### config.mk
export PLATFORM = sky130hd
export DESIGN_NAME = fcw_lba_unit
export DESIGN_NICKNAME = d
export VERILOG_FILES = /design/src/sv/fcw_pkg.sv /design/src/sv/fcw_lba_unit.sv
export SDC_FILE = /design/constraint.sdc
export NUM_CORES = 1
export LEC_CHECK = 0
export CELL_PAD_IN_SITES_DETAIL_PLACEMENT = 2
export CELL_PAD_IN_SITES_GLOBAL_PLACEMENT = 2
export CORE_MARGIN = 2
export CORE_UTILIZATION = 42
export CTS_CLUSTER_SIZE = 25
export DETAILED_ROUTE_END_ITERATION = 10
export DONT_BUFFER_PORTS = 1
export PLACE_DENSITY_LB_ADDON = 0.1
export SLEW_MARGIN = 5
export SYNTH_ARGS = -nofsm -noshare
export SYNTH_HDL_FRONTEND = slang
export SYNTH_SLANG_ARGS = --single-unit
### constraint.sdc
create_clock -name clock -period 7.4 [get_ports clock]
set_input_delay 0 -clock clock [delete_from_list [all_inputs] [get_ports clock]]
set_output_delay 0 -clock clock [all_outputs]
set_load 0.02 [all_outputs]
### src/sv/fcw_pkg.sv
`timescale 1ns / 1ps
// Shared types and constants for the FAT32 cluster chain walker.
// No dependencies; every other file refers to it by scoped names.
package fcw_pkg;

   localparam int TABLE_DEPTH_DEF = 4096;
   localparam int MAX_CHAIN_DEF   = 64;

   localparam int ENTRY_W     = 32;
   localparam int CLUSTER_W   = 28;   // significant bits of a FAT32 entry
   localparam int LBA_W       = 32;
   localparam int SPC_W       = 8;
   localparam int INDEX_W     = 12;
   localparam int POS_W       = 6;

   localparam logic [CLUSTER_W-1:0] END_OF_CHAIN       = 28'hFFFFFF8;
   localparam logic [LBA_W-1:0]     FIRST_DATA_CLUSTER = 32'd2;
   localparam logic [SPC_W-1:0]     SPC_RESET          = 8'd1;

   localparam logic OP_WRITE = 1'b0;
   localparam logic OP_WALK  = 1'b1;

   localparam logic CSR_AREA_START          = 1'b0;
   localparam logic CSR_SECTORS_PER_CLUSTER = 1'b1;

   typedef enum logic [1:0] {
      OUT_OK           = 2'd0,
      OUT_WRITE_ACK    = 2'd1,
      OUT_OUT_OF_TABLE = 2'd2,
      OUT_TRUNCATED    = 2'd3
   } outcome_type;

   typedef enum logic [2:0] {
      ST_IDLE,
      ST_READ,
      ST_EVAL,
      ST_ACK,
      ST_OOR
   } state_type;

   typedef struct packed {
      logic                 load;
      logic [CLUSTER_W-1:0] cluster;
   } lba_req_type;

endpackage

### src/sv/fcw_lba_unit.sv
`timescale 1ns / 1ps
// Cluster base LBA: registered (cluster - 2) * sectors_per_cluster, then add area start.
// Depends on fcw_pkg for widths and the lba request struct.
module fcw_lba_unit (
   input  logic                      clock,
   input  fcw_pkg::lba_req_type      lba_req,
   input  logic [fcw_pkg::LBA_W-1:0] area_start,
   input  logic [fcw_pkg::SPC_W-1:0] sectors_per_cluster,
   output logic [fcw_pkg::LBA_W-1:0] lba
);

   logic [fcw_pkg::LBA_W-1:0] diff;
   logic [fcw_pkg::LBA_W-1:0] prod_in;
   logic [fcw_pkg::LBA_W-1:0] prod_ff;

   // offset wraps modulo 2^32, so clusters 0 and 1 land below the area start
   always_comb begin
      diff = {{(fcw_pkg::LBA_W - fcw_pkg::CLUSTER_W){1'b0}}, lba_req.cluster}
             - fcw_pkg::FIRST_DATA_CLUSTER;
      prod_in = diff * {{(fcw_pkg::LBA_W - fcw_pkg::SPC_W){1'b0}}, sectors_per_cluster};
   end

   always_ff @(posedge clock) begin
      if (lba_req.load) begin
         prod_ff <= prod_in;
      end
   end

   assign lba = area_start + prod_ff;

endmodule

==> flow_summary.toml, run 1 <==
[sta]
finalSetupViolCount = 0
tightest_slew_ns = 1.17
rsz0062_at_grt = "false"
drv_slew = 0
fmax_ghz = 0.164
maxSlewHeadroom_pct = 21.1
fin_crit_ns = 6.11
setup_tns_ns = 0
timing.final.crit_share_pct = 82.6
finalHoldViolCount = 0

[yosys]
synth.area.top_cells = "fa_1 (32%), edfxtp_1 (9.9%), nor2b_1 (9.4%)"
synth_seq_area_share_pct = 9.87
avgSynthCellArea_um2 = 8.96
synth_cells = 1086
ys_warn_count = 0
yosys.area.top_type = "fa_1"
yosys.cell_types.count = 63
synth-edff-count = 32
synth_top_area_share_pct = 32.3
synth_seq_cells = 32
synth_nets = 1385
syn_area_um2 = 9730
async_flop_share_pct = 0
synthFlopType = "edfxtp_1"

[floorplan]
rows = 55
fp.dieW_um = 156
start_util_pct = 42.9
die_height_um = 156
ios = 102
core-area_um2 = 22700
dieArea_um2 = 24400

[cts]
cts.sinks = 32
tritoncts = "built"
cts-resized-gates = 0
cts_made_buffers = 5
clockBufferDepth = 2
clock-root-buffer = "clkbuf_16"
clk_pin_slew_ns = 0.05
htree_levels = 2

[critical_path]
crit_path_end_kind = "flip-flop"
crit_path_max_fanout = 9
crit_type = "input port to flip-flop"
crit_required_ns = 7.43
startpoint_type = "input port"
arrival_ns = 6.15

[placement]
place.gp.congestion = 0.789
dp_hpwl_um = 22400
placed_cells = 1348
portBuffers = 0

[global_routing]
grt_first_pass_wirelength_um = 45100
grt_overflow = 0
track_usage_pct = 23.2
grt_pass1_vias = 8491
antenna_found_initial = 0
grt_max_degree = 33

[power]
static-leakage-power_nw = 4.45
vdd_drop_max_mv = 0.131
p_per_area_nw_per_um2 = 389

[cells_and_area]
postLayoutCoreUtil_pct = 44.9
stdcell_count = 1359
diodes = 0
top_regs = "prod_ff x32"
area_growth_pct = 4.78
layout-drive-gt1-share_pct = 2.61
nNetsFinal = 1372
top_register = "prod_ff"
largest_reg_flops = 32

[routing]
drtIter0Drc = 280
antenna_left = 0
vias = 7480
dr.pass1.iters = 4
drc = 0
finalWirelength_um = 27200
wl_per_cell_um = 20.0
avgViaCountPerCell = 5.50

[outcome]
status = "finished, final reports clean"

[min_path]
min_path_type = "input port to flip-flop"

[job]
maxCapViolCount = 0
-- power breakdown --
group | total, mW | internal, mW | leakage (nW) | switching (mW)
registers | 0.439 | 0.409 | 0.313 | 0.0301
clock network | 0.196 | 0.123 | 0.0635 | 0.0732
logic | 3.33 | 1.31 | 4.08 | 2.03
-- placed cells by master (no fill, tap or decap), drive strengths merged, types with 4 or more instances in the layout --
cell / Yosys / final
or4: 4 / 4
nand3: 13 / 13
buf: 1 / 4
edfxtp: 32 / 32
o21ai: 30 / 30
and3: 5 / 5
o211ai: 7 / 7
inv: 163 / 163
clkbuf: 25 / 5
o21a: 7 / 7
nand3b: 4 / 4
fa: 157 / 157
nand2b: 37 / 37
a21o: 9 / 9
o21bai: 6 / 6
a31oi: 4 / 4
xor2: 26 / 26
and2: 25 / 25
nor3: 24 / 24
ha: 72 / 72
and4: 4 / 4
nand4: 6 / 6
nor2b: 147 / 147
nor4: 9 / 9
a21oi: 47 / 47
nand2: 68 / 68
nor2: 42 / 42
or3: 9 / 9
xnor2: 56 / 56
a21boi: 4 / 4
-- cells in the mapped netlist, types with 3 or more instances --
master,number
inv_1,163
fa_1,157
nor2b_1,147
ha_1,72
nand2_1,67
xnor2_1,54
a21oi_1,47
nor2_1,42
nand2b_1,37
edfxtp_1,32
o21ai_0,29
and2_1,25
clkbuf_1,25
xor2_1,25
nor3_1,22
nand3_1,13
a21o_1,9
or3_1,8
nor4_1,7
o211ai_1,7
o21a_1,7
o21bai_1,6
and3_1,5
nand4_1,5
a21boi_0,4
a31oi_1,4
and4_1,4
nand3b_1,4
a211oi_1,3
a41oi_1,3
nor3b_1,3
o2111ai_1,3
o221ai_1,3
o31a_1,3
or2_2,3
or4_1,3
-- layout make-up --
type	instances	area, µm²
fill	2527	12500
multi-input combinational	865	8060
sequential	32	961
inverter	163	612
tap	285	357
clock buffer	5	125
timing repair buffer	6	62.6
clock inverter	3	18.8
-- worst max-delay path, stage by stage --
cell and delay (ns):
nor3_1 0.32, nand4_2 0.31, or3_1 0.43, or3_1 0.34, xor2_1 0.56, nor2b_1 0.15
fa_1 0.58, fa_1 0.43, fa_1 0.51, inv_1 0.06, fa_1 0.50, inv_1 0.05
ha_1 0.35, and3_1 0.22, and3_1 0.19, nand2_1 0.06, a21oi_1 0.21, o2111ai_1 0.16
a41oi_1 0.30, nor4_1 0.09, a311o_1 0.33
-- cell families after synthesis --
kind of cell / after synthesis / share of synthesized area, %
simple gates: 407 / 23.9
fa+ha+maj: 229 / 41.5
mux: 1 / 0.103
buf+inv: 189 / 7.29
flops: 32 / 9.87
compound gates: 145 / 9.50
xor+xnor: 83 / 7.84
-- metrics by stage --
step	hold WS, ns	setup WS (ns)	power, mW	area (µm²)
5_1_grt	0.0598	0.850	4.45	10200
2_1_floorplan	0.112	1.83	3.03	9730
3_3_place_gp	0.114	1.20	3.65	10000
3_5_place_dp	0.114	0.996	3.79	10000
6_report	0.0423	1.29	3.97	10200
4_1_cts	0.0460	1.30	4.01	10200
-- final timing paths --
check / slack (ns) / from / endpoint / depth (start not counted)
worst max-delay path: 1.29 / lba_req[1] / prod_ff[30] / 21
worst min-delay path: 0.04 / lba_req[28] / prod_ff[0] / 1
-- timing repair --
action                                 in CTS  in global routing
endpoints found under the hold margin      33                  0
setup buffers                               0                  0
hold buffers                                3                  0
-- layer usage --
layer,share of wire (%),GRT usage [%],vias up,wire length [µm]
li1,-,-,3489,-
met1,49,33.4,3855,13400
met2,47,39.0,118,12700
met3,2.7,1.47,18,728
met4,1.1,4.37,0,292
met5,0,0,-,0
(Power assumes the default switching activity.)
==> inputs of run 2 (changes only) <==
Clock period 7.4 ns to 6.35 ns, I/O delays scaled along.
==> flow_summary.toml, run 2 (same netlist as run 1, synthesis figures left out) <==
[outcome]
status = "finished, final reports clean"

[sta]
fmax_ghz = 0.172
rsz0062_at_grt = "false"
maxSlewHeadroom_pct = 23.3
drv_slew = 0
finalSetupViolCount = 0
setup_tns_ns = 0
fin_crit_ns = 5.82
finalHoldViolCount = 0
timing.final.crit_share_pct = 91.7
tightest_slew_ns = 1.14

[power]
p_int_mw = 2.15
power.switching_mw = 2.47
p_per_area_nw_per_um2 = 451
combPwrFrac_pct = 84.3
p_sw_share_pct = 53.5
power_frac_seq_pct = 11.1
vdd_drop_max_mv = 0.157
power_frac_clock_pct = 4.6
static-leakage-power_nw = 4.50

[critical_path]
crit_path_cell_trace = "inv_1 > ha_1 > nor4b_1 > and4_1 > nand2_1 > xor2_1 > nor2b_1 > fa_1 > fa_1 > fa_1 > inv_1 > fa_1 > inv_1 > ha_1 > nand2_1 > o21ai_0 > nor4_1 > nor3_1 > o2111ai_1 > a41oi_1 > nor4_1 > a311o_1"
slowest_stage = "fa_1"
cp-startpoint = "lba_req[1]"
crit_type = "input port to flip-flop"
cpMostUsedCell = "fa_1"
startpoint_type = "input port"
crit_path_max_incr_delay_ns = 0.53
crit_required_ns = 6.37
arrival_ns = 5.84
crit_path_max_fanout = 9
crit_path_end_kind = "flip-flop"

[cts]
htree_levels = 2
clk_pin_slew_ns = 0.05
cts-resized-gates = 0
post-cts-setup-buffer-count = 0
cts_made_buffers = 5
clock-root-buffer = "clkbuf_16"
cts.sinks = 32
clockBufferDepth = 2
tritoncts = "built"

[global_routing]
grt_first_pass_wirelength_um = 44900
antenna_found_initial = 0
grt_overflow = 0
track_usage_pct = 23.1
grt_pass1_vias = 8635
grt_max_degree = 33

[routing]
antenna_left = 0
avgViaCountPerCell = 5.50
drtIter0Drc = 373
finalWirelength_um = 27300
vias = 7520
wl_per_cell_um = 20.0
dr.pass1.iters = 4
drc = 0

[cells_and_area]
top_register = "prod_ff"
stdcell_count = 1367
nNetsFinal = 1381
diodes = 0
top_regs = "prod_ff x32"
n_fill_cell = 2540
area_growth_pct = 5.36
layout.cells.most_common_list = "inv_1 (163), fa_1 (157), nor2b_1 (147)"
largest_reg_flops = 32
layout_commonest_cell = "inv_1"
layout-drive-gt1-share_pct = 3.23

[min_path]
hold_path_depth = 1
hp-start = "lba_req[28]"
min_path_type = "input port to flip-flop"

[placement]
placed_cells = 1357
dp_hpwl_um = 22900
portBuffers = 0
place.gp.congestion = 0.805

[floorplan]
ios = 102
dieArea_um2 = 24400
die_height_um = 156
start_util_pct = 42.9
fp.dieW_um = 156
rows = 55
core-area_um2 = 22700

[job]
maxCapViolCount = 0
==> run 2: changes by cell type in the layout (fill, tap and decap cells not counted), sizes merged <==
cell / previous run / this run
clkinvlp: 2 / 0
clkinv: 1 / 2
buf: 4 / 13
==> run 2: area by class of cell <==
| cell class | instances | area, µm² | share of cell area [%] |
|---|---|---|---|
| clock inverter | 2 | 7.51 | 0.0732 |
| tap | 285 | 357 | 3.48 |
| sequential | 32 | 961 | 9.37 |
| clock buffer | 5 | 125 | 1.22 |
| inverter | 163 | 612 | 5.97 |
| multi-input combinational | 865 | 8060 | 78.6 |
| timing repair buffer | 15 | 130 | 1.27 |
==> run 2: final timing paths <==
kind,to
hold / removal,prod_ff[7]
setup / recovery,prod_ff[30]
==> run 2: critical path: cells and delay by family <==
kind / cells / cell delay (ns)
fa+ha+maj: 6 / 2.58
simple gates: 8 / 1.49
compound gates: 4 / 1.06
xor+xnor: 1 / 0.52
buf+inv: 3 / 0.19
==> run 2: power groups by stage <==
| stage | Sequential [mW] | Combinational (mW) | Clock (mW) |
|---|---|---|---|
| 2_1_floorplan | 0.501 | 3.03 | 0 |
| 3_3_place_gp | 0.512 | 3.75 | 0 |
| 3_5_place_dp | 0.520 | 3.90 | 0 |
| 4_1_cts | 0.516 | 3.93 | 0.221 |
| 5_1_grt | 0.526 | 4.40 | 0.229 |
| 6_report | 0.513 | 3.90 | 0.215 |
==> run 2: layer usage <==
metal / part of all wire, % / up-vias / GRT usage [%]
met3: 3.3 / 15 / 1.83
met5: 0 / - / 0
li1: - / 3503 / -
met4: 0.78 / 0 / 3.93
met2: 48 / 127 / 39.5
met1: 48 / 3875 / 32.7
==> run 2: timing repair <==
| action | CTS | global route |
|---|---|---|
| hold buffers | 3 | 0 |
| endpoints found under the setup margin | 0 | 0 |
| endpoints found under the hold margin | 33 | 0 |
==> run 2: through the flow <==
stage | hold WS (ns) | area, µm² | utilization [%] | power [mW] | setup slack (ns)
2_1_floorplan | 0.112 | 9730 | - | 3.53 | 0.779
3_3_place_gp | 0.114 | 10100 | 44.4 | 4.26 | 0.435
3_5_place_dp | 0.114 | 10100 | 44.4 | 4.42 | 0.246
4_1_cts | 0.0566 | 10300 | 45.2 | 4.67 | 0.514
5_1_grt | 0.0654 | 10300 | 45.2 | 5.16 | 0.0546
6_report | 0.0523 | 10300 | 45.2 | 4.63 | 0.528
