$ cat src/sv/fcw_pkg.sv
`timescale 1ns / 1ps
// Shared types and constants for the FAT32 cluster chain walker.
// No dependencies; every other file refers to it by scoped names.
package fcw_pkg;

   localparam int TABLE_DEPTH_DEF = 4096;
   localparam int MAX_CHAIN_DEF   = 64;

   localparam int ENTRY_W     = 32;
   localparam int CLUSTER_W   = 28;   // significant bits of a FAT32 entry
   localparam int LBA_W       = 32;
   localparam int SPC_W       = 8;
   localparam int INDEX_W     = 12;
   localparam int POS_W       = 6;

   localparam logic [CLUSTER_W-1:0] END_OF_CHAIN       = 28'hFFFFFF8;
   localparam logic [LBA_W-1:0]     FIRST_DATA_CLUSTER = 32'd2;
   localparam logic [SPC_W-1:0]     SPC_RESET          = 8'd1;

   localparam logic OP_WRITE = 1'b0;
   localparam logic OP_WALK  = 1'b1;

   localparam logic CSR_AREA_START          = 1'b0;
   localparam logic CSR_SECTORS_PER_CLUSTER = 1'b1;

   typedef enum logic [1:0] {
      OUT_OK           = 2'd0,
      OUT_WRITE_ACK    = 2'd1,
      OUT_OUT_OF_TABLE = 2'd2,
      OUT_TRUNCATED    = 2'd3
   } outcome_type;

   typedef enum logic [2:0] {
      ST_IDLE,
      ST_READ,
      ST_EVAL,
      ST_ACK,
      ST_OOR
   } state_type;

   typedef struct packed {
      logic                 load;
      logic [CLUSTER_W-1:0] cluster;
   } lba_req_type;

endpackage

$ cat src/sv/fcw_walker.sv
`timescale 1ns / 1ps
// Chain walk sequencer: accepts items, reads the table once per cluster, drives the result beat.
// Depends on fcw_pkg; drives fcw_table_ram and fcw_lba_unit through its ports.
module fcw_walker #(
   parameter int TABLE_DEPTH = fcw_pkg::TABLE_DEPTH_DEF,
   parameter int MAX_CHAIN   = fcw_pkg::MAX_CHAIN_DEF,
   localparam int AW = $clog2(TABLE_DEPTH)
) (
   input  logic                          clock,
   input  logic                          reset,
   input  logic                          req_valid,
   output logic                          req_ready,
   input  logic                          req_operation,
   input  logic [fcw_pkg::INDEX_W-1:0]   req_cluster_index,
   input  logic [fcw_pkg::ENTRY_W-1:0]   req_entry_value,
   output logic                          rsp_valid,
   input  logic                          rsp_ready,
   output logic [fcw_pkg::INDEX_W-1:0]   rsp_cluster_number,
   output logic [fcw_pkg::LBA_W-1:0]     rsp_sector_lba,
   output logic [fcw_pkg::POS_W-1:0]     rsp_chain_position,
   output logic                          rsp_last_of_run,
   output logic [1:0]                    rsp_outcome,
   output logic                          ram_wr_en,
   output logic [AW-1:0]                 ram_wr_addr,
   output logic [fcw_pkg::ENTRY_W-1:0]   ram_wr_data,
   output logic                          ram_rd_en,
   output logic [AW-1:0]                 ram_rd_addr,
   input  logic [fcw_pkg::ENTRY_W-1:0]   ram_rd_data,
   output fcw_pkg::lba_req_type          lba_req,
   input  logic [fcw_pkg::LBA_W-1:0]     lba
);

   localparam logic [fcw_pkg::CLUSTER_W-1:0] DEPTH_C   = fcw_pkg::CLUSTER_W'(TABLE_DEPTH);
   localparam logic [fcw_pkg::POS_W-1:0]     FINAL_POS = fcw_pkg::POS_W'(MAX_CHAIN - 1);

   fcw_pkg::state_type state_ff, state_in;

   logic [fcw_pkg::CLUSTER_W-1:0] idx_ff, idx_in;
   logic [fcw_pkg::POS_W-1:0]     pos_ff, pos_in;
   fcw_pkg::outcome_type          ack_code_ff, ack_code_in;

   logic                          rsp_valid_ff, rsp_valid_in;
   logic [fcw_pkg::INDEX_W-1:0]   rsp_cluster_ff;
   logic [fcw_pkg::LBA_W-1:0]     rsp_lba_ff;
   logic [fcw_pkg::POS_W-1:0]     rsp_pos_ff;
   logic                          rsp_last_ff;
   fcw_pkg::outcome_type          rsp_outcome_ff;

   logic                          accept;
   logic                          slot_free;
   logic [fcw_pkg::CLUSTER_W-1:0] req_idx_ext;
   logic                          req_in_range;
   logic                          idx_in_range;
   logic [fcw_pkg::CLUSTER_W-1:0] next_cluster;
   logic                          end_of_chain;
   logic                          final_pos;
   logic                          emit;
   logic                          emit_last;
   logic [fcw_pkg::LBA_W-1:0]     emit_lba;
   fcw_pkg::outcome_type          emit_outcome;

   always_comb begin
      slot_free    = !rsp_valid_ff || rsp_ready;
      req_idx_ext  = fcw_pkg::CLUSTER_W'(req_cluster_index);
      req_in_range = req_idx_ext < DEPTH_C;
      idx_in_range = idx_ff < DEPTH_C;
      next_cluster = ram_rd_data[fcw_pkg::CLUSTER_W-1:0];
      end_of_chain = next_cluster >= fcw_pkg::END_OF_CHAIN;
      final_pos    = pos_ff == FINAL_POS;
      accept       = req_valid && req_ready;
   end

   // next state
   always_comb begin
      state_in = state_ff;
      unique case (state_ff)
         fcw_pkg::ST_IDLE: begin
            if (accept) begin
               state_in = (req_operation == fcw_pkg::OP_WRITE) ? fcw_pkg::ST_ACK
                                                                : fcw_pkg::ST_READ;
            end
         end
         fcw_pkg::ST_READ: begin
            state_in = idx_in_range ? fcw_pkg::ST_EVAL : fcw_pkg::ST_OOR;
         end
         fcw_pkg::ST_EVAL: begin
            if (slot_free) begin
               state_in = (end_of_chain || final_pos) ? fcw_pkg::ST_IDLE : fcw_pkg::ST_READ;
            end
         end
         fcw_pkg::ST_ACK, fcw_pkg::ST_OOR: begin
            if (slot_free) begin
               state_in = fcw_pkg::ST_IDLE;
            end
         end
         default: state_in = fcw_pkg::ST_IDLE;
      endcase
   end

   // outputs and datapath controls
   always_comb begin
      req_ready     = 1'b0;
      ram_rd_en     = 1'b0;
      lba_req.load  = 1'b0;
      emit          = 1'b0;
      emit_last     = 1'b1;
      emit_lba      = '0;
      emit_outcome  = fcw_pkg::OUT_OK;
      unique case (state_ff)
         fcw_pkg::ST_IDLE: begin
            req_ready = 1'b1;
         end
         fcw_pkg::ST_READ: begin
            ram_rd_en    = idx_in_range;
            lba_req.load = idx_in_range;
         end
         fcw_pkg::ST_EVAL: begin
            emit      = slot_free;
            emit_last = end_of_chain || final_pos;
            emit_lba  = lba;
            if (!end_of_chain && final_pos) begin
               emit_outcome = fcw_pkg::OUT_TRUNCATED;
            end
         end
         fcw_pkg::ST_ACK: begin
            emit         = slot_free;
            emit_outcome = ack_code_ff;
         end
         fcw_pkg::ST_OOR: begin
            emit         = slot_free;
            emit_outcome = fcw_pkg::OUT_OUT_OF_TABLE;
         end
         default: ;
      endcase
      lba_req.cluster = idx_ff;
      ram_rd_addr     = idx_ff[AW-1:0];
      ram_wr_en       = accept && (req_operation == fcw_pkg::OP_WRITE) && req_in_range;
      ram_wr_addr     = req_idx_ext[AW-1:0];
      ram_wr_data     = req_entry_value;
   end

   always_comb begin
      idx_in      = idx_ff;
      pos_in      = pos_ff;
      ack_code_in = ack_code_ff;
      if (accept) begin
         idx_in      = req_idx_ext;
         pos_in      = '0;
         ack_code_in = req_in_range ? fcw_pkg::OUT_WRITE_ACK : fcw_pkg::OUT_OUT_OF_TABLE;
      end else if (state_ff == fcw_pkg::ST_EVAL && emit && !emit_last) begin
         // advance to the next link
         idx_in = next_cluster;
         pos_in = pos_ff + 1'b1;
      end
      rsp_valid_in = emit ? 1'b1 : (rsp_ready ? 1'b0 : rsp_valid_ff);
   end

   always_ff @(posedge clock) begin
      if (reset) begin
         state_ff     <= fcw_pkg::ST_IDLE;
         rsp_valid_ff <= 1'b0;
      end else begin
         state_ff     <= state_in;
         rsp_valid_ff <= rsp_valid_in;
      end
   end

   always_ff @(posedge clock) begin
      idx_ff      <= idx_in;
      pos_ff      <= pos_in;
      ack_code_ff <= ack_code_in;
      if (emit) begin
         rsp_cluster_ff <= idx_ff[fcw_pkg::INDEX_W-1:0];
         rsp_lba_ff     <= emit_lba;
         rsp_pos_ff     <= pos_ff;
         rsp_last_ff    <= emit_last;
         rsp_outcome_ff <= emit_outcome;
      end
   end

   assign rsp_valid          = rsp_valid_ff;
   assign rsp_cluster_number = rsp_cluster_ff;
   assign rsp_sector_lba     = rsp_lba_ff;
   assign rsp_chain_position = rsp_pos_ff;
   assign rsp_last_of_run    = rsp_last_ff;
   assign rsp_outcome        = rsp_outcome_ff;

`ifndef SYNTHESIS
   a_eval_after_read: assert property (@(posedge clock) disable iff (reset)
      (state_ff == fcw_pkg::ST_EVAL) |->
         ($past(state_ff) == fcw_pkg::ST_READ || $past(state_ff) == fcw_pkg::ST_EVAL))
      else $error("table result evaluated without a preceding read");

   a_mid_beat_busy: assert property (@(posedge clock) disable iff (reset)
      (rsp_valid_ff && !rsp_last_ff) |-> (state_ff != fcw_pkg::ST_IDLE))
      else $error("non-final beat while walker is idle");

   a_mid_beat_ok: assert property (@(posedge clock) disable iff (reset)
      (rsp_valid_ff && !rsp_last_ff) |-> (rsp_outcome_ff == fcw_pkg::OUT_OK))
      else $error("non-final beat carries an error outcome");

   a_pos_bound: assert property (@(posedge clock) disable iff (reset)
      (state_ff == fcw_pkg::ST_EVAL || state_ff == fcw_pkg::ST_READ) |->
         (pos_ff <= FINAL_POS))
      else $error("chain position past the truncation limit");
`endif

endmodule

$ cat config.mk
export PLATFORM = sky130hd
export DESIGN_NAME = fcw_walker
export DESIGN_NICKNAME = d
export VERILOG_FILES = /design/src/sv/fcw_pkg.sv /design/src/sv/fcw_walker.sv
export SDC_FILE = /design/constraint.sdc
export NUM_CORES = 1
export LEC_CHECK = 0
export ABC_AREA = 1
export BUFFER_PORTS_ARGS = -buffer_cell sky130_fd_sc_hd__buf_2
export CORE_UTILIZATION = 38
export DETAILED_ROUTE_END_ITERATION = 10
export PLACE_DENSITY = 0.72
export SKIP_CTS_REPAIR_TIMING = 1
export SYNTH_ARGS = -nofsm -noshare
export SYNTH_HDL_FRONTEND = slang
export SYNTH_SLANG_ARGS = --single-unit
$ cat constraint.sdc
create_clock -name clock -period 2.32 [get_ports clock]
set_clock_uncertainty 0.15 [all_clocks]
set_input_delay 0.348 -clock clock [delete_from_list [all_inputs] [get_ports clock]]
set_output_delay 0.348 -clock clock [all_outputs]
set_load 0.03 [all_outputs]
==> impl_results.md, run 1 <==
- Mux contribution to synthesized area: 0%
- Synth Area in Adders: 0.2994%
- Clock buffer depth: 2
- DP Worst Slack: 342.2 ps
- Switching Share: 44.15%
- Core Rows: 37
- Final non-filler cell area: 0.005027 mm2
- Synth Area in XOR/XNOR: 0.6287%
- ANT cells: 0
- Slew headroom: 64.41%
- Worst-margin pin slew: 532.5 ps
- Die width: 106.9 um
- VDD IR-drop max: 0.6677 mV
- Hold Crit Class: in -> reg
- Critical-path cell list: nor2_2, nand2_1, inv_2, nand2_2, buf_4, nor2_1, buf_2
- Post-synthesis sequential area ratio: 59.16%
- Post-Synth Simple-Gate Area: 19.13%
- Crit share post-route: 92.03%
- Power per cell area: 1321 mW/mm2
- Starting Density: 39.77%
- Crit Path Max Fanout: 12
- Worst path max stage delay: 390 ps
- # setup viols final: 0
- Worst reg2reg setup slack: 360 ps
- Placed Area: 0.004811 mm2
- Mapped Cells: 425
- Min-Delay Startpoint: reset
- Vias in the first global route: 3011
- Lkg Pwr: 2.396 nW
- Unrepaired setup endpoints after global routing: false
- CTS Buf Count: 9
- Cell count of the worst reg-to-reg path: 6
- Netlist cell types: 24
- P_sw: 2.932 mW
- Worst Path Class, Setup: reg -> out
- Number of max-cap violations: 0
- Clock Latency Late Sink: 350 ps
- #FFs+latches synth: 91
- Combinational power share: 43.0%
- H-tree depth: 3
- Worst r2r dst: idx_ff[4]$_DFFE_PP_
- Initial antenna violation count: 0
- Routability cong.: 0.7854
- Most frequent cells in the layout: buf_2 (186), nand2_1 (92), edfxtp_1 (65)
- Max frequency: 0.4683 GHz
- DP HPWL: 7750 um
- CTS tree: done
- Crit end category: primary output
- Clk pwr share: 17.6%
- Initial DRC Count: 149
- Clk sinks: 91
- CORE AREA: 0.01051 mm2
- Slew Limit Fails: 0
- Setup TNS Final: 0 ps
- Largest net degree at the start of global routing: 76
- Antenna viol nets, final: 0
- First-pass GRT wire length: 15630 um
- Yosys top cell area share: 46.71%
- Int Pwr: 3.708 mW
- Vias: 3265
- Synth Area per Inst: 9.833 um2
- Most common cell after layout, fill and taps aside: buf_2
- Design Power: 6.640 mW
- Status: complete, no violations
- DRC: 0
- Post-Syn Area: 0.004179 mm2
- Die Ht: 106.9 um
- Critical Path Sink: ram_wr_en
- Clock Root Buffer: clkbuf_8
- # nets final: 671
- Fin worst setup slack: 184.8 ps
- Register share of total power: 39.4%
- Hold Vio Cnt, Final: 0
- Crit. Startpoint: state_ff[1]$_SDFFE_PP0P_
- Req. time, crit path: 1820 ps
- Syn nets: 539
- Worst r2r src: pos_ff[0]$_SDFFE_PP0P_
- Layout cells sized above 1: 38.61%
- P&R area growth vs syn: 20.30%
- Port Buffers: 186
- GRT Overall Usage: 18.30%
- Complex-gate fraction of the synthesized area: 3.862%
- Wirelength, routed: 10470 um
- Die area: 0.01142 mm2
- Slowest CP cell: dfxtp_1
- Largest area contributor in the netlist: edfxtp_1
- Initial DRT Pass Iterations: 5
- Startpoint Class: flip-flop
- Vias/cell: 4.678
- Total grt overflow: 0
- Ports: 255
- Tmin final: 2135 ps
- Ys Warns: 0
- Top cells by area, synth: edfxtp_1 (47%), dfxtp_1 (12%), buf_4 (11%), nand2_1 (8.3%), nor2_1 (4.9%)
- Drt wl/cell: 15.01 um
- Crit path DAT: 1640 ps
- Worst-path clk slew: 90 ps
- Main combinational cell family by area after synthesis: simple AND/OR/NAND/NOR gates
==> how the worst min path moves through the flow <==
stage,end,slack (ps),cells past startpoint
final,state_ff[2]$_SDFFE_PP0P_,40,2
after global routing,state_ff[1]$_SDFFE_PP0P_,30,2
after CTS,state_ff[2]$_SDFFE_PP0P_,20,2
after detailed placement,rsp_cluster_number[1]$_DFFE_PP_,310,0
after global placement,idx_ff[22]$_SDFFE_PP0P_,310,2
after floorplan,state_ff[1]$_SDFFE_PP0P_,270,1
==> metal layers <==
layer  GRT usage [%]  vias up  wire length, um  part of all wire [%]
li1                -     1586                -                     -
met1           20.20     1486             4103                    39
met2           32.72      148             5335                    51
met3           4.498       45              720                   6.9
met4           8.904        0              314                   3.0
met5               0        -                0                     0
==> logic make-up after synthesis <==
group           Yosys count
xor+xnor                  3
flops                    91
simple gates            182
compound gates           30
buf+inv                 118
fa+ha+maj                 1
==> worst max-delay path, delay by kind of cell (launching register included) <==
family / cells / cell delay (ps)
and+or+nand+nor: 4 / 430
DFF: 1 / 390
buffers and inverters: 3 / 460
==> cells in the mapped netlist <==
cell type	number
nor2_1	54
nand3_4	2
edfxtp_1	65
o21ai_0	5
a21oi_1	24
buf_2	4
nand2_1	92
buf_6	5
a21oi_4	1
nand4_1	23
nand3b_1	1
buf_4	59
clkbuf_1	4
nand2_4	1
xnor2_1	2
xor2_1	1
inv_1	44
nand3_1	5
nand2_2	2
nor3_1	1
nor2_4	1
dfxtp_1	26
inv_2	2
ha_1	1
==> power by group through the flow <==
stage          sequential [mW]  clock, mW  combinational (mW)
2_1_floorplan             3.55          0                1.33
3_3_place_gp              2.64          0                2.86
3_5_place_dp              2.66          0                2.88
4_1_cts                   2.62       1.20                2.89
5_1_grt                   2.67       1.26                3.09
6_report                  2.62       1.17                2.85
==> per-stage QoR <==
stage	cells	hold WS, ps	util, %
after floorplan	425	267.1	-
after global placement	682	313.7	45.78
after detailed placement	682	312.7	45.78
after CTS	698	21.23	47.82
after global routing	698	25.19	47.84
final	698	36.25	47.84
==> cell type report <==
type | instances | area [um2]
clock buffers | 9 | 123.9
clock inverters | 7 | 90.09
fillers | 984 | 5482
inverters | 46 | 172.7
multi-input cells | 216 | 1002
flip-flops and latches | 91 | 2472
well taps | 136 | 170.2
repair buffers | 193 | 996.0
==> state kept, by name (all words and copies together), names as in the netlist <==
name / count
rsp_chain_position: 6
rsp_valid: 1
pos_ff: 6
rsp_cluster_number: 12
idx_ff: 28
rsp_outcome: 2
state_ff: 3
rsp_sector_lba: 32
rsp_last_of_run: 1
Note: power is estimated with default switching activity, not from simulation.
==> inputs of run 2 (changes only) <==
- CTS_CLUSTER_SIZE: default -> 16
- REMOVE_ABC_BUFFERS: default -> 1
==> run 2 against run 1 <==
  * Hold slack got worse by 5.3 ps
  * Sequential share of layout area rose by 0.11 points
  * Global-route usage fell by 0.36 points
  * Core utilization fell by 0.11 points
  * Clock-buffer cell count did not move
  * Cell count fell by 0.14%
  * First-iteration DRC count fell by 27%
  * Register-to-register slack got worse by 50 ps
  * Fmax rose by 1.8%
  * Worst setup slack improved by 37 ps
  * Flip-flop and latch count did not move
  * Routed wire length fell by 2.1%
  * Critical endpoint unchanged
  * Highest routed layer is now met5
==> impl_results.md, run 2 (synthesis results as in run 1) <==
- CORE AREA: 0.01051 mm2 (unchanged)
- First-pass GRT wire length: 15180 um (-2.9%)
- Tmin final: 2098 ps (-37.31 ps)
- Initial DRT Pass Iterations: 4 (-1)
- CTS tree: done
- Lkg Pwr: 2.391 nW (-0.23%)
- DP Worst Slack: 266.9 ps (-75.28 ps)
- Worst r2r src: pos_ff[0]$_SDFFE_PP0P_
- Worst-path clk slew: 80 ps (about the same)
- Die width: 106.9 um (unchanged)
- Hold path cells: 2 (unchanged)
- Antenna viol nets, final: 0 (unchanged)
- Max frequency: 0.4767 GHz (+1.8%)
- Vias in the first global route: 3023 (+0.40%)
- H-tree depth: 3 (unchanged)
- Clock Root Buffer: clkbuf_8
- Hold Crit Class: in -> reg
- Die Ht: 106.9 um (unchanged)
- Final Non-Filler Cells: 697 (-0.14%)
- Clock Latency Late Sink: 350 ps (about the same)
- Worst reg2reg setup slack: 310 ps (-50 ps)
- Worst r2r dst: idx_ff[4]$_DFFE_PP_
- Drt wl/cell: 14.71 um (-2.0%)
- GRT Overall Usage: 17.94% (-0.36 points)
- Min-Delay Startpoint: reset
- Crit Path Max Fanout: 11 (-1)
- Slew Limit Fails: 0 (unchanged)
- VDD IR-drop max: 0.6465 mV (-3.2%)
- Initial antenna violation count: 0 (unchanged)
- Startpoint Class: flip-flop
- Ports: 255 (unchanged)
- Crit share post-route: 90.43% (-1.6 points)
- Number of max-cap violations: 0 (unchanged)
- Req. time, crit path: 1820 ps (about the same)
- DRC: 0 (unchanged)
- P&R area growth vs syn: 20.03%
- Largest register FFs: 32 (unchanged)
- Routability cong.: 0.7927 (+0.93%)
- Placed cells: 682 (unchanged)
- Die area: 0.01142 mm2 (unchanged)
- Wirelength, routed: 10250 um (-2.1%)
- Hold Vio Cnt, Final: 0 (unchanged)
- Worst-margin pin slew: 536.4 ps (+3.840 ps)
- Power per cell area: 1306 mW/mm2 (-1.1%)
- ANT cells: 0 (unchanged)
- Crit path DAT: 1600 ps (-40 ps)
- Port Buffers: 186 (unchanged)
- Status: complete, no violations
- Most common cell after layout, fill and taps aside: buf_2
- DP HPWL: 7713 um (-0.48%)
- Fin worst setup slack: 222.1 ps (+37.31 ps)
- Clk sinks: 91 (unchanged)
- Core Rows: 37 (unchanged)
- Vias/cell: 4.657 (-0.44%)
- Hold Path End: state_ff[2]$_SDFFE_PP0P_
- # setup viols final: 0 (unchanged)
- Hold WS: 30.91 ps (-5.336 ps)
- Unrepaired setup endpoints after global routing: false
- Total grt overflow: 0 (unchanged)
- CTS Buf Count: 9 (unchanged)
- Cell count of the worst reg-to-reg path: 6 (unchanged)
- # nets final: 671 (unchanged)
- Largest net degree at the start of global routing: 76 (unchanged)
- Starting Density: 39.77% (unchanged)
- Layout cells sized above 1: 38.32% (-0.29 points)
- Initial DRC Count: 109 (-27%)
- Most frequent cells in the layout: buf_2 (186), nand2_1 (92), edfxtp_1 (65)
- Worst Path Class, Setup: reg -> out
- Slew headroom: 64.15% (-0.26 points)
- Clock buffer depth: 2 (unchanged)
- Vias: 3246 (-0.58%)
- Crit end category: primary output
-- run 2: cell count changes in the layout (fill, tap and decap cells not counted), sizes merged --
cell / previous run / this run
clkinv: 3 / 4
inv: 48 / 46
-- run 2: power breakdown --
part / internal, mW / switching [mW]
Clock: 0.594 / 0.523
Combinational: 0.680 / 2.13
Sequential: 2.42 / 0.204
Total: 3.69 / 2.85
-- run 2: final cells by class --
cell class	count	area [um2]
clock inverter	6	81.33
inverter	46	172.7
timing repair buffer	193	996.0
tap	136	170.2
clock buffer	9	123.9
sequential	91	2472
fill	992	5493
multi-input combinational	216	999.7
-- run 2: worst max-delay path by stage --
stage	from	end	slack [ps]	cells after the start
after floorplan	state_ff[1]$_SDFFE_PP0P_	idx_ff[0]$_DFFE_PP_	-880	5
after global routing	state_ff[1]$_SDFFE_PP0P_	ram_wr_en	100	6
after global placement	pos_ff[0]$_SDFFE_PP0P_	idx_ff[5]$_DFFE_PP_	310	6
final	state_ff[1]$_SDFFE_PP0P_	ram_wr_en	220	6
after detailed placement	pos_ff[0]$_SDFFE_PP0P_	idx_ff[5]$_DFFE_PP_	270	6
after CTS	state_ff[1]$_SDFFE_PP0P_	ram_wr_en	200	6
-- run 2: layer usage --
metal / vias up / track usage [%] / share of wire (%)
met3: 13 / 8.450 / 10
met2: 175 / 28.16 / 45
li1: 1583 / - / -
met5: - / 5.238 / 0.52
met4: 2 / 6.262 / 1.3
met1: 1473 / 21.09 / 43
-- run 2: stage by stage --
| stage | power [mW] | cell area [um2] | util [%] | TNS, ps |
|---|---|---|---|---|
| final | 6.549 | 5016 | 47.73 | 0 |
| after global routing | 6.922 | 5016 | 47.73 | 0 |
| after floorplan | 4.543 | 3645 | - | -25210 |
| after global placement | 5.460 | 4811 | 45.78 | 0 |
| after CTS | 6.633 | 5016 | 47.73 | 0 |
| after detailed placement | 5.514 | 4811 | 45.78 | 0 |
-- run 2: critical path, stage by stage (launching register included) --
cell and delay [ps]:
dfxtp_1 390, nor2_1 200, nand2_1 120, inv_2 70, nand2_2 140, nor2_1 120, buf_2 200
